$ cat src/hw/rtl/tcsnk_pkg.sv
// shared types and constants for the try.snk policy block
`default_nettype none

package tcsnk_pkg;

	// widths of the item fields and of the timeout register
	localparam int CFG_W       = 16;
	localparam int STATUS_W    = 8;
	localparam int PMODE_W     = 2;
	localparam int STATE_W     = 4;
	localparam int CURRENT_W   = 12;
	localparam int POL_W       = 2;
	localparam int TIMER_BITS_DEF = 16;

	// reset value of the timeout register
	localparam logic [CFG_W-1:0] TIMEOUT_RST = CFG_W'(200);

	// item kind
	localparam logic KIND_SERVICE = 1'b0;
	localparam logic KIND_TICK    = 1'b1;

	// interrupt status that means detach only
	localparam logic [STATUS_W-1:0] INT_DETACH = 8'h02;

	// port modes
	localparam logic [PMODE_W-1:0] PM_SINK   = 2'd0;
	localparam logic [PMODE_W-1:0] PM_SOURCE = 2'd1;
	localparam logic [PMODE_W-1:0] PM_DUAL   = 2'd2;

	// policy states
	localparam logic [STATE_W-1:0] ST_IDLE         = 4'd0;
	localparam logic [STATE_W-1:0] ST_TO_SINK      = 4'd2;
	localparam logic [STATE_W-1:0] ST_WAIT_DETACH  = 4'd3;
	localparam logic [STATE_W-1:0] ST_AS_SINK      = 4'd4;
	localparam logic [STATE_W-1:0] ST_TRY_WAIT_SRC = 4'd6;
	localparam logic [STATE_W-1:0] ST_AS_SOURCE    = 4'd7;
	localparam logic [STATE_W-1:0] ST_AUDIO        = 4'd8;
	localparam logic [STATE_W-1:0] ST_DEBUG        = 4'd9;

	// cc status current codes
	localparam logic [1:0] CUR_1500 = 2'd2;
	localparam logic [1:0] CUR_3000 = 2'd3;

	// cc status attach kinds
	localparam logic [2:0] ATT_SINK  = 3'd1;
	localparam logic [2:0] ATT_SRC   = 3'd2;
	localparam logic [2:0] ATT_AUDIO = 3'd3;
	localparam logic [2:0] ATT_DEBUG = 3'd4;

	// advertised current values in mA
	localparam logic [CURRENT_W-1:0] MA_500  = 12'd500;
	localparam logic [CURRENT_W-1:0] MA_1500 = 12'd1500;
	localparam logic [CURRENT_W-1:0] MA_3000 = 12'd3000;

	// one input item
	typedef struct packed {
		logic                kind;
		logic [STATUS_W-1:0] int_status;
		logic [STATUS_W-1:0] cc_status;
	} item_t;

	// one result item
	typedef struct packed {
		logic                 mode_write;
		logic [PMODE_W-1:0]   port_mode;
		logic [STATE_W-1:0]   try_state;
		logic [CURRENT_W-1:0] max_current_ma;
		logic                 current_update;
		logic [POL_W-1:0]     cc_polarity;
	} result_t;

endpackage

`default_nettype wire

$ cat src/hw/rtl/typec_try_sink_policy.sv
// Type-C try.snk policy machine: top level
//
// Input channel (in_valid/in_ready) carries one item: mode 0 is an
// interrupt service with int_status and cc_status, mode 1 is one timer
// tick. Output channel (out_valid/out_ready) gives exactly one result
// per item: mode write request, port mode, policy state, current limit,
// current refresh flag and CC polarity.
// The item is captured in an input register; the policy step is one
// level of logic from that register and the state registers into the
// result register, which drives out_valid and the result fields. One
// item per cycle is sustained while the receiver keeps out_ready high.
// The input stage moves on whenever the result register is empty or
// being taken, so a stalled receiver holds one result and one pending
// item, then drops in_ready until out_ready returns.
// The timeout register is written through cfg_valid/cfg_ready/cfg_data,
// always ready, and is meant to change only while the block is idle.
// Reset (arst_n low) empties both stages, puts the policy in idle
// dual-role mode, stops the timeout and sets the timeout to 200 ticks.
`default_nettype none

module typec_try_sink_policy
	import tcsnk_pkg::*;
#(
	parameter int TIMER_BITS = TIMER_BITS_DEF
) (
	input  wire logic                 clk,
	input  wire logic                 arst_n,
	// configuration write
	input  wire logic                 cfg_valid,
	output logic                      cfg_ready,
	input  wire logic [CFG_W-1:0]     cfg_data,
	// input items
	input  wire logic                 in_valid,
	output logic                      in_ready,
	input  wire logic                 mode,
	input  wire logic [STATUS_W-1:0]  int_status,
	input  wire logic [STATUS_W-1:0]  cc_status,
	// result items
	output logic                      out_valid,
	input  wire logic                 out_ready,
	output logic                      mode_write,
	output logic [PMODE_W-1:0]        port_mode,
	output logic [STATE_W-1:0]        try_state,
	output logic [CURRENT_W-1:0]      max_current_ma,
	output logic                      current_update,
	output logic [POL_W-1:0]          cc_polarity
);

	logic [CFG_W-1:0]      timeout_ticks_q;
	logic                  valid_s1;
	item_t                 item_s1;
	logic                  valid_s2;
	result_t               res_s2;
	logic                  adv_s1;

	logic [STATE_W-1:0]    state_q;
	logic [TIMER_BITS-1:0] count_q;
	logic                  running_q;
	logic [CURRENT_W-1:0]  current_q;
	logic [PMODE_W-1:0]    pmode_q;
	logic [POL_W-1:0]      pol_q;

	logic [STATE_W-1:0]    state_d;
	logic [TIMER_BITS-1:0] count_d;
	logic                  running_d;
	logic [CURRENT_W-1:0]  current_d;
	logic [PMODE_W-1:0]    pmode_d;
	logic [POL_W-1:0]      pol_d;
	logic                  wr_d;
	logic                  upd_d;
	logic [TIMER_BITS-1:0] load_val;
	logic [TIMER_BITS-1:0] count_dec;
	logic [1:0]            cur_code;
	logic [2:0]            att_kind;

	// handshakes
	assign cfg_ready = 1'b1;
	assign adv_s1    = valid_s1 && (!valid_s2 || out_ready);
	assign in_ready  = !valid_s1 || adv_s1;

	// timeout register
	always_ff @(posedge clk or negedge arst_n) begin
		if (!arst_n) begin
			timeout_ticks_q <= TIMEOUT_RST;
		end else if (cfg_valid && cfg_ready) begin
			timeout_ticks_q <= cfg_data;
		end
	end

	// input register
	always_ff @(posedge clk or negedge arst_n) begin
		if (!arst_n) begin
			valid_s1 <= 1'b0;
		end else if (in_ready) begin
			valid_s1 <= in_valid;
		end
	end

	always_ff @(posedge clk) begin
		if (in_valid && in_ready) begin
			item_s1 <= '{kind: mode, int_status: int_status, cc_status: cc_status};
		end
	end

	// timeout load value: zero loads one tick, too large saturates
	always_comb begin
		load_val = TIMER_BITS'(timeout_ticks_q);
		if (timeout_ticks_q == '0) begin
			load_val = TIMER_BITS'(1);
		end
		if ((TIMER_BITS < CFG_W) && ((timeout_ticks_q >> TIMER_BITS) != '0)) begin
			load_val = '1;
		end
	end

	assign count_dec = (count_q != '0) ? count_q - TIMER_BITS'(1) : count_q;
	assign cur_code  = item_s1.cc_status[6:5];
	assign att_kind  = item_s1.cc_status[4:2];

	// policy step
	always_comb begin
		state_d   = state_q;
		count_d   = count_q;
		running_d = running_q;
		current_d = current_q;
		pmode_d   = pmode_q;
		pol_d     = pol_q;
		wr_d      = 1'b0;
		upd_d     = 1'b0;
		if (item_s1.kind == KIND_TICK) begin
			// timer tick
			if (running_q) begin
				count_d = count_dec;
				if (count_dec == '0) begin
					running_d = 1'b0;
					if (state_q == ST_WAIT_DETACH) begin
						pmode_d = PM_SOURCE;
						wr_d    = 1'b1;
						state_d = ST_TRY_WAIT_SRC;
					end
				end
			end
		end else if (item_s1.int_status == INT_DETACH) begin
			// detach only
			if (state_q == ST_AS_SOURCE || state_q == ST_AS_SINK) begin
				pmode_d = PM_DUAL;
				wr_d    = 1'b1;
				state_d = ST_IDLE;
			end else if (state_q == ST_TO_SINK) begin
				state_d = ST_WAIT_DETACH;
				if (!running_q) begin
					running_d = 1'b1;
					count_d   = load_val;
				end
			end
		end else begin
			// attach path: decode cc status
			case (cur_code)
				CUR_1500: current_d = MA_1500;
				CUR_3000: current_d = MA_3000;
				default:  current_d = MA_500;
			endcase
			upd_d = 1'b1;
			pol_d = item_s1.cc_status[1:0];
			unique case (att_kind)
				ATT_SINK: begin
					state_d = ST_AS_SINK;
				end
				ATT_SRC: begin
					if (state_q == ST_IDLE) begin
						pmode_d = PM_SINK;
						wr_d    = 1'b1;
						state_d = ST_TO_SINK;
					end else if (state_q == ST_TRY_WAIT_SRC) begin
						state_d = ST_AS_SOURCE;
					end
				end
				ATT_AUDIO: begin
					state_d = ST_AUDIO;
				end
				ATT_DEBUG: begin
					state_d = ST_DEBUG;
				end
				default: begin
					state_d = state_q;
				end
			endcase
		end
	end

	// policy state registers
	always_ff @(posedge clk or negedge arst_n) begin
		if (!arst_n) begin
			state_q   <= ST_IDLE;
			count_q   <= '0;
			running_q <= 1'b0;
			current_q <= '0;
			pmode_q   <= PM_DUAL;
			pol_q     <= '0;
		end else if (adv_s1) begin
			state_q   <= state_d;
			count_q   <= count_d;
			running_q <= running_d;
			current_q <= current_d;
			pmode_q   <= pmode_d;
			pol_q     <= pol_d;
		end
	end

	// result register
	always_ff @(posedge clk or negedge arst_n) begin
		if (!arst_n) begin
			valid_s2 <= 1'b0;
		end else if (!valid_s2 || out_ready) begin
			valid_s2 <= valid_s1;
		end
	end

	always_ff @(posedge clk) begin
		if (adv_s1) begin
			res_s2 <= '{mode_write: wr_d, port_mode: pmode_d, try_state: state_d,
				max_current_ma: current_d, current_update: upd_d, cc_polarity: pol_d};
		end
	end

	assign out_valid      = valid_s2;
	assign mode_write     = res_s2.mode_write;
	assign port_mode      = res_s2.port_mode;
	assign try_state      = res_s2.try_state;
	assign max_current_ma = res_s2.max_current_ma;
	assign current_update = res_s2.current_update;
	assign cc_polarity    = res_s2.cc_polarity;

`ifndef SYNTHESIS
	// a running timeout never holds a zero count
	a_run_count: assert property (@(posedge clk) disable iff (!arst_n)
		running_q |-> (count_q != '0))
		else $error("timeout running with zero count");

	// port mode register never takes the unused code
	a_pmode: assert property (@(posedge clk) disable iff (!arst_n)
		(pmode_q == PM_SINK) || (pmode_q == PM_SOURCE) || (pmode_q == PM_DUAL))
		else $error("illegal port mode");

	// a refreshed current is one of the advertised values
	a_current: assert property (@(posedge clk) disable iff (!arst_n)
		(valid_s2 && res_s2.current_update) |->
		((res_s2.max_current_ma == MA_500) || (res_s2.max_current_ma == MA_1500) ||
		(res_s2.max_current_ma == MA_3000)))
		else $error("bad current value");

	// the state advances only when an item leaves the input register
	a_state_hold: assert property (@(posedge clk) disable iff (!arst_n)
		!adv_s1 |=> $stable(state_q))
		else $error("state changed without an item");
`endif

endmodule

`default_nettype wire

$ cat config.mk
export PLATFORM = sky130hd
export DESIGN_NAME = typec_try_sink_policy
export DESIGN_NICKNAME = d
export VERILOG_FILES = /design/src/hw/rtl/tcsnk_pkg.sv /design/src/hw/rtl/typec_try_sink_policy.sv
export SDC_FILE = /design/constraint.sdc
export NUM_CORES = 1
export LEC_CHECK = 0
export ABC_CLOCK_PERIOD_IN_PS = 2600
export BUFFER_PORTS_ARGS = -buffer_cell sky130_fd_sc_hd__clkbuf_2
export CAP_MARGIN = 20
export CORE_ASPECT_RATIO = 1.1
export CORE_MARGIN = 4
export CORE_UTILIZATION = 30
export DETAILED_ROUTE_END_ITERATION = 10
export MAX_ROUTING_LAYER = met4
export PLACE_DENSITY = 0.58
export SLEW_MARGIN = 0
export SYNTH_ARGS = -nofsm -noshare
export SYNTH_HDL_FRONTEND = slang
export SYNTH_SLANG_ARGS = --single-unit
$ cat constraint.sdc
create_clock -name clk -period 2.6 [get_ports clk]
set_input_delay 0.52 -clock clk [delete_from_list [all_inputs] [get_ports clk]]
set_output_delay 0.52 -clock clk [all_outputs]
set_load 0.1 [all_outputs]
### Word-level counts from Yosys, hierarchy flattened

Cells that the tools add are included.
Widths: inputs -> output; s select.

| word-level totals | value |
|---|---|
| register bits after elaboration | 93 |
| input bits | 38 |
| output and inout bits | 25 |
| word-level logic and storage cells | 95 |

| cells by class | value |
|---|---|
| $add $sub $neg | 1 |
| equal/unequal tests | 15 |
| multiplexer cells | 46 |
| reduce and logical (&&, ||, !) cells | 15 |

Operators by type and width:

| operator | count |
|---|---|
| $mux 16 | 8 |
| $mux 4 | 9 |
| $logic_not 16->1 | 2 |
| $mux 12 | 2 |
| $pmux 12 s2 | 1 |
| $mux 2 | 10 |
| $pmux 4 s4 | 1 |
| $reduce_bool 16->1 | 1 |
| $sub 16x1->16 const B | 1 |
| $mux 1 | 15 |
| $eq 4x3->1 const B | 3 |
| $eq 4x2->1 const B | 2 |
| $eq 8x2->1 const B | 1 |
| $eq 3x2->1 const B | 2 |
| $reduce_and 6->1 | 1 |
| $eq 2x2->1 const B | 2 |
| $logic_not 4->1 | 1 |
| $ne 2x2->1 const B | 2 |
| $reduce_and 4->1 | 1 |
| $reduce_bool 2->1 | 2 |
| $eq 3x1->1 const B | 1 |
| $eq 3x3->1 const B | 1 |
| $logic_or 1x1->1 | 3 |
| $logic_and 1x1->1 | 2 |
| 2 further kinds | 3 |

### Depth between registers and ports, before layout

| depth | value |
|---|---|
| depth in word-level cells | 7 |
| mapped depth | 10 |
| depth with buffers taken out | 8 |

### Least setup slack after synthesis

OpenSTA, ideal clock, no wires.

| timing path | value |
|---|---|
| kind | register to register |
| start | register valid_s2, in the netlist out_valid |
| end | register count_q[5] |
| library setup time | 138 ps |
| data arrival time | 3031 ps |
| data required time | 2462 ps |
| path slack | -569 ps |
| cell stages (with the launch flop) | 9 |
| period minus slack after synthesis | 3169 ps |
| cells stage by stage | dfrtp_1 -> nand2b_1 -> nand2_1 -> inv_1 -> clkbuf_1 -> o21ai_0 -> o31a_1 -> o22ai_1 -> a21oi_1 |

| between the ends | value |
|---|---|
| word-level cells in the longest chain between the ends | 4 |

RTL lines:

| element | line | text |
|---|---|---|
| from (decl) | typec_try_sink_policy.sv:52 | `logic valid_s2;` |
| from (signal assigned) | typec_try_sink_policy.sv:215 | `valid_s2 <= valid_s1;` |
| $logic_not 1->1 | typec_try_sink_policy.sv:78 | `assign adv_s1 = valid_s1 && (!valid_s2 \|\| out_ready);` |
| $logic_or 1x1->1 | typec_try_sink_policy.sv:78 |  |
| $logic_and 1x1->1 | typec_try_sink_policy.sv:78 |  |
| net adv_s1 | typec_try_sink_policy.sv:54 | `logic adv_s1;` |
| $reduce_and 6->1 (no source line) | - |  |
| to (signal assigned) | typec_try_sink_policy.sv:202 | `count_q <= count_d;` |
| to (decl) | typec_try_sink_policy.sv:57 | `logic [TIMER_BITS-1:0] count_q;` |

The timed path passes the listed nets, and every way through them passes these cells.
A chain may end at the register's enable or synchronous reset.

### Worst setup path in the final report

| timing path | value |
|---|---|
| start | register count_q[1] |
| end | register res_s2 (netlist bit try_state[0]) (data pin) |

| between the ends | value |
|---|---|
| word-level cells in the longest chain between the ends | 6 |
| elaborated cells on any way between the ends | 7 |
| those cells by class | 1 x add/sub; 4 x mux; 2 x reduce/logical |

RTL lines:

| element | line | text |
|---|---|---|
| $sub 16x1->16 or $reduce_bool 16->1 (tied branches) | typec_try_sink_policy.sv:116 | `assign count_dec = (count_q != '0) ? count_q - TIMER_BITS'(1) : count_q;` |
| $mux 16 * | typec_try_sink_policy.sv:116 |  |
| $logic_not 16->1 * | typec_try_sink_policy.sv:134 | `if (count_dec == '0) begin` |
| $mux 4 * | typec_try_sink_policy.sv:134 |  |
| $mux 4 * | typec_try_sink_policy.sv:132 | `if (running_q) begin` |
| $mux 4 * | typec_try_sink_policy.sv:130 | `if (item_s1.kind == KIND_TICK) begin` |
| net state_d[0] | typec_try_sink_policy.sv:63 | `logic [STATE_W-1:0] state_d;` |
| to (signal assigned) | typec_try_sink_policy.sv:221 | `res_s2 <= '{mode_write: wr_d, port_mode: pmode_d, try_state: state_d,` |
| to (decl) | typec_try_sink_policy.sv:53 | `result_t res_s2;` |

Mark *: on every way through the listed nets, which the timed path passes. The rest lies on a longest branch.

==> impl_metrics.json <==
{
  "multi_input_area_mm2": 0.001972,
  "vias": 3655,
  "cts_hold_buf": 0,
  "critPathSlowestCell": "dfrtp_2",
  "hold_class": "in2async",
  "portBuffers": 60,
  "relSlewSlack_pct": 48.39,
  "power_uw": 4822,
  "seqPwrFrac_pct": 41.7,
  "final_nets": 574,
  "holdWs_ns": 0.2072,
  "final_cell_mix": "clkbuf_2 (60), buf_4 (57), nand2_1 (52)",
  "start_kind": "register",
  "avgSynthCellArea_um2": 10.61,
  "yosys.area.top_type": "dfrtp_1",
  "grt_max_degree": 29,
  "cts_made_buffers": 9,
  "num-fill-cells": 1468,
  "skew_ns": 0.008461,
  "outcome": "completed",
  "hold_viol": 0,
  "path_cells": "inv_2 -> ha_4 -> or3b_4 -> or3_4 -> a221oi_2 -> o2111ai_1 -> nor4_1 -> buf_4 -> o22ai_2",
  "max-cap-violations": 0,
  "grt_overflow": 0,
  "gp_congestion": 0.9109,
  "start_util_pct": 30.56,
  "worstSetupPathType": "reg2reg",
  "synth-async-reset-ratio_pct": 59.14,
  "final_common_cell": "clkbuf_2",
  "area_delta_synth_final_pct": 27.68,
  "layout-drive-gt1-share_pct": 34.44,
  "ys_ff_latch": 93,
  "ant_nets": 0,
  "power_density_mw_per_mm2": 824.0,
  "grt_pass1_wl_um": 18560,
  "viasPerCell": 4.966,
  "leakagePower_uw": 0.002373,
  "std_cell_rows": 47,
  "ys_types": 68,
  "cp.required_ns": 2.69,
  "clock-sinks": 93,
  "synth_area_leaders": "dfrtp_1 (28%), edfxtp_1 (25%), nand2_1 (4.3%)",
  "num_antenna_cells": 0,
  "arrival_ns": 2.69,
  "drtPass1Iterations": 4,
  "cpPeakStageDelay_ns": 0.41,
  "cts.htree.levels": 3,
  "synthCells": 432,
  "dp_hpwl_um": 8359,
  "cp-end-kind": "register",
  "cts_tree": "built",
  "path_buf_inv": 2,
  "critPathMaxFanout": 7,
  "ioPinCount": 63,
  "clk_latency_ns": 0.35,
  "seq_area_frac_synth_pct": 55.04,
  "drcViolationCount": 0,
  "grt_pass1_vias": 3791,
  "p_sw_share_pct": 35.04,
  "yosysWarnings": 0,
  "intPower_uw": 3133,
  "regArea_mm2": 0.002525,
  "fmax_ghz": 0.3847,
  "core_mm2": 0.01500,
  "setup-tns-final_ns": 0,
  "routedWlPerCell_um": 15.50,
  "synth_top_area_share_pct": 27.85,
  "antenna_found_initial": 0,
  "syn-cell-area_mm2": 0.004583,
  "tightestPinTransition_ns": 0.7741,
  "path_clk_slew_ns": 0.07,
  "drt_iter0_markers": 275,
  "place_ws_ns": -0.02791,
  "switchingPower_uw": 1690,
  "critPathTopFamily": "simple AND/OR/NAND/NOR gates",
  "clockBufferDepth": 2,
  "maxSlewViolCount": 0,
  "layout_setup_ws_ns": 0.0004834,
  "synth_fp_nets": 471,
  "vdd_drop_max_uv": 446.0,
  "die_h_um": 137.6,
  "synth_edf_count": 38,
  "finalSetupViolCount": 0,
  "grt_usage_pct": 13.70,
  "clock-root-buffer": "clkbuf_16",
  "p_clk_share_pct": 28.8,
  "fin_crit_sh_pct": 99.98,
  "p_comb_share_pct": 29.6,
  "min_period_ns": 2.600,
  "die_x_um": 125.9,
  "reg2reg_slack_ns": 0.0005,
  "ys.flop_type": "dfrtp_1",
  "drt-total-wl_um": 11410,
  "rsz0062_at_grt": "yes",
  "dieArea_mm2": 0.01732
}
-- final timing paths --
path | startpoint | end | depth (start not counted)
worst max-delay path | count_q[1]$_DFFE_PN0P_ | try_state[0]$_DFFE_PP_ | 9
worst min-delay path | arst_n | count_q[10]$_DFFE_PN0P_ | 1
worst max register to register | count_q[1]$_DFFE_PN0P_ | try_state[0]$_DFFE_PP_ | 9
worst min register to register | current_q[7]$_DFFE_PN0P_ | current_q[7]$_DFFE_PN0P_ | 1
max in group asynchronous | arst_n | pmode_q[1]$_DFFE_PN1P_ | 2
min in group clk | int_status[4] | item_s1[12]$_DFFE_PP_ | 1
-- cells by family (layout without fill, tap and decap cells) --
family | after synthesis | in the layout | synth area share (%)
DFF | 93 | 93 | 55.04
xor gates and xnor gates | 3 | 3 | 0.5734
and+or+nand+nor | 167 | 167 | 19.57
buffers and inverters | 39 | 147 | 3.795
other | 1 | 1 | 0.08182
muxes | 19 | 19 | 4.614
adders and majority gates | 1 | 1 | 0.2730
AOI/OAI and AO/OA | 109 | 109 | 16.05
-- timing repair --
action                     CTS  global route
resized for setup            2            16
setup buffers                0             8
setup endpoints to repair    1            31
hold endpoints to repair     0             0
pin swaps                    2             9
-- state kept, by name, summed over array words and instances, names as in the netlist, 3 cells and up --
register,flops
current_q,12
try_state,4
timeout_ticks_q,16
max_current_ma,12
state_q,4
count_q,16
att_kind,3
item_s1,11
-- stage by stage --
stage	cell area [µm²]	instances	utilization [%]
2_1_floorplan	4612	432	-
3_3_place_gp	5396	712	35.99
3_5_place_dp	5396	712	35.99
4_1_cts	5720	728	38.15
5_1_grt	5852	736	39.02
6_report	5852	736	39.02
-- power by group through the flow --
stage               clock [µW]  combinational (µW)  sequential, µW
floorplan                    0                 754            2170
global placement             0                1330            2020
CTS                       1430                1360            2000
finish                    1390                1430            2010
detailed placement           0                1340            2030
global route              1490                1550            2050
-- worst reg2reg max path, stage by stage (launching register included) --
cell,delay [ns]
dfrtp_2,0.41
inv_2,0.07
ha_4,0.15
or3b_4,0.40
or3_4,0.35
a221oi_2,0.25
o2111ai_1,0.16
nor4_1,0.31
buf_4,0.18
o22ai_2,0.06
-- synthesized netlist by cell type, types with 4 or more instances --
cell / number
nor4b_1: 4
and2_1: 7
mux2_2: 17
dfrtp_1: 51
o211ai_1: 5
edfxtp_1: 38
a21oi_1: 25
clkbuf_1: 15
nand2b_1: 11
nand3_1: 9
o21a_1: 6
buf_2: 6
o21ai_0: 22
a21o_1: 5
nand4_1: 4
nand2_1: 53
or4_1: 7
dfstp_2: 4
o22ai_1: 9
nor2_1: 30
nor3_1: 11
nor4_1: 9
a22oi_1: 4
inv_1: 13
-- routing by layer --
metal  up-vias  GRT usage, %  part of all wire, %
met1      1750         16.76                   44
met5         -             -                    0
met3         8         2.908                  4.8
li1       1809             -                    -
met2        88         22.53                   50
met4         0         5.066                  1.2
-- cell type report --
class,count,share of cell area [%]
timing repair buffer,118,12.64
tap,196,4.191
clock buffer,10,4.084
clock inverter,6,1.304
multi-input combinational,300,33.70
sequential,93,43.15
inverter,13,0.9408
Note: power is estimated with default switching activity, not from simulation.
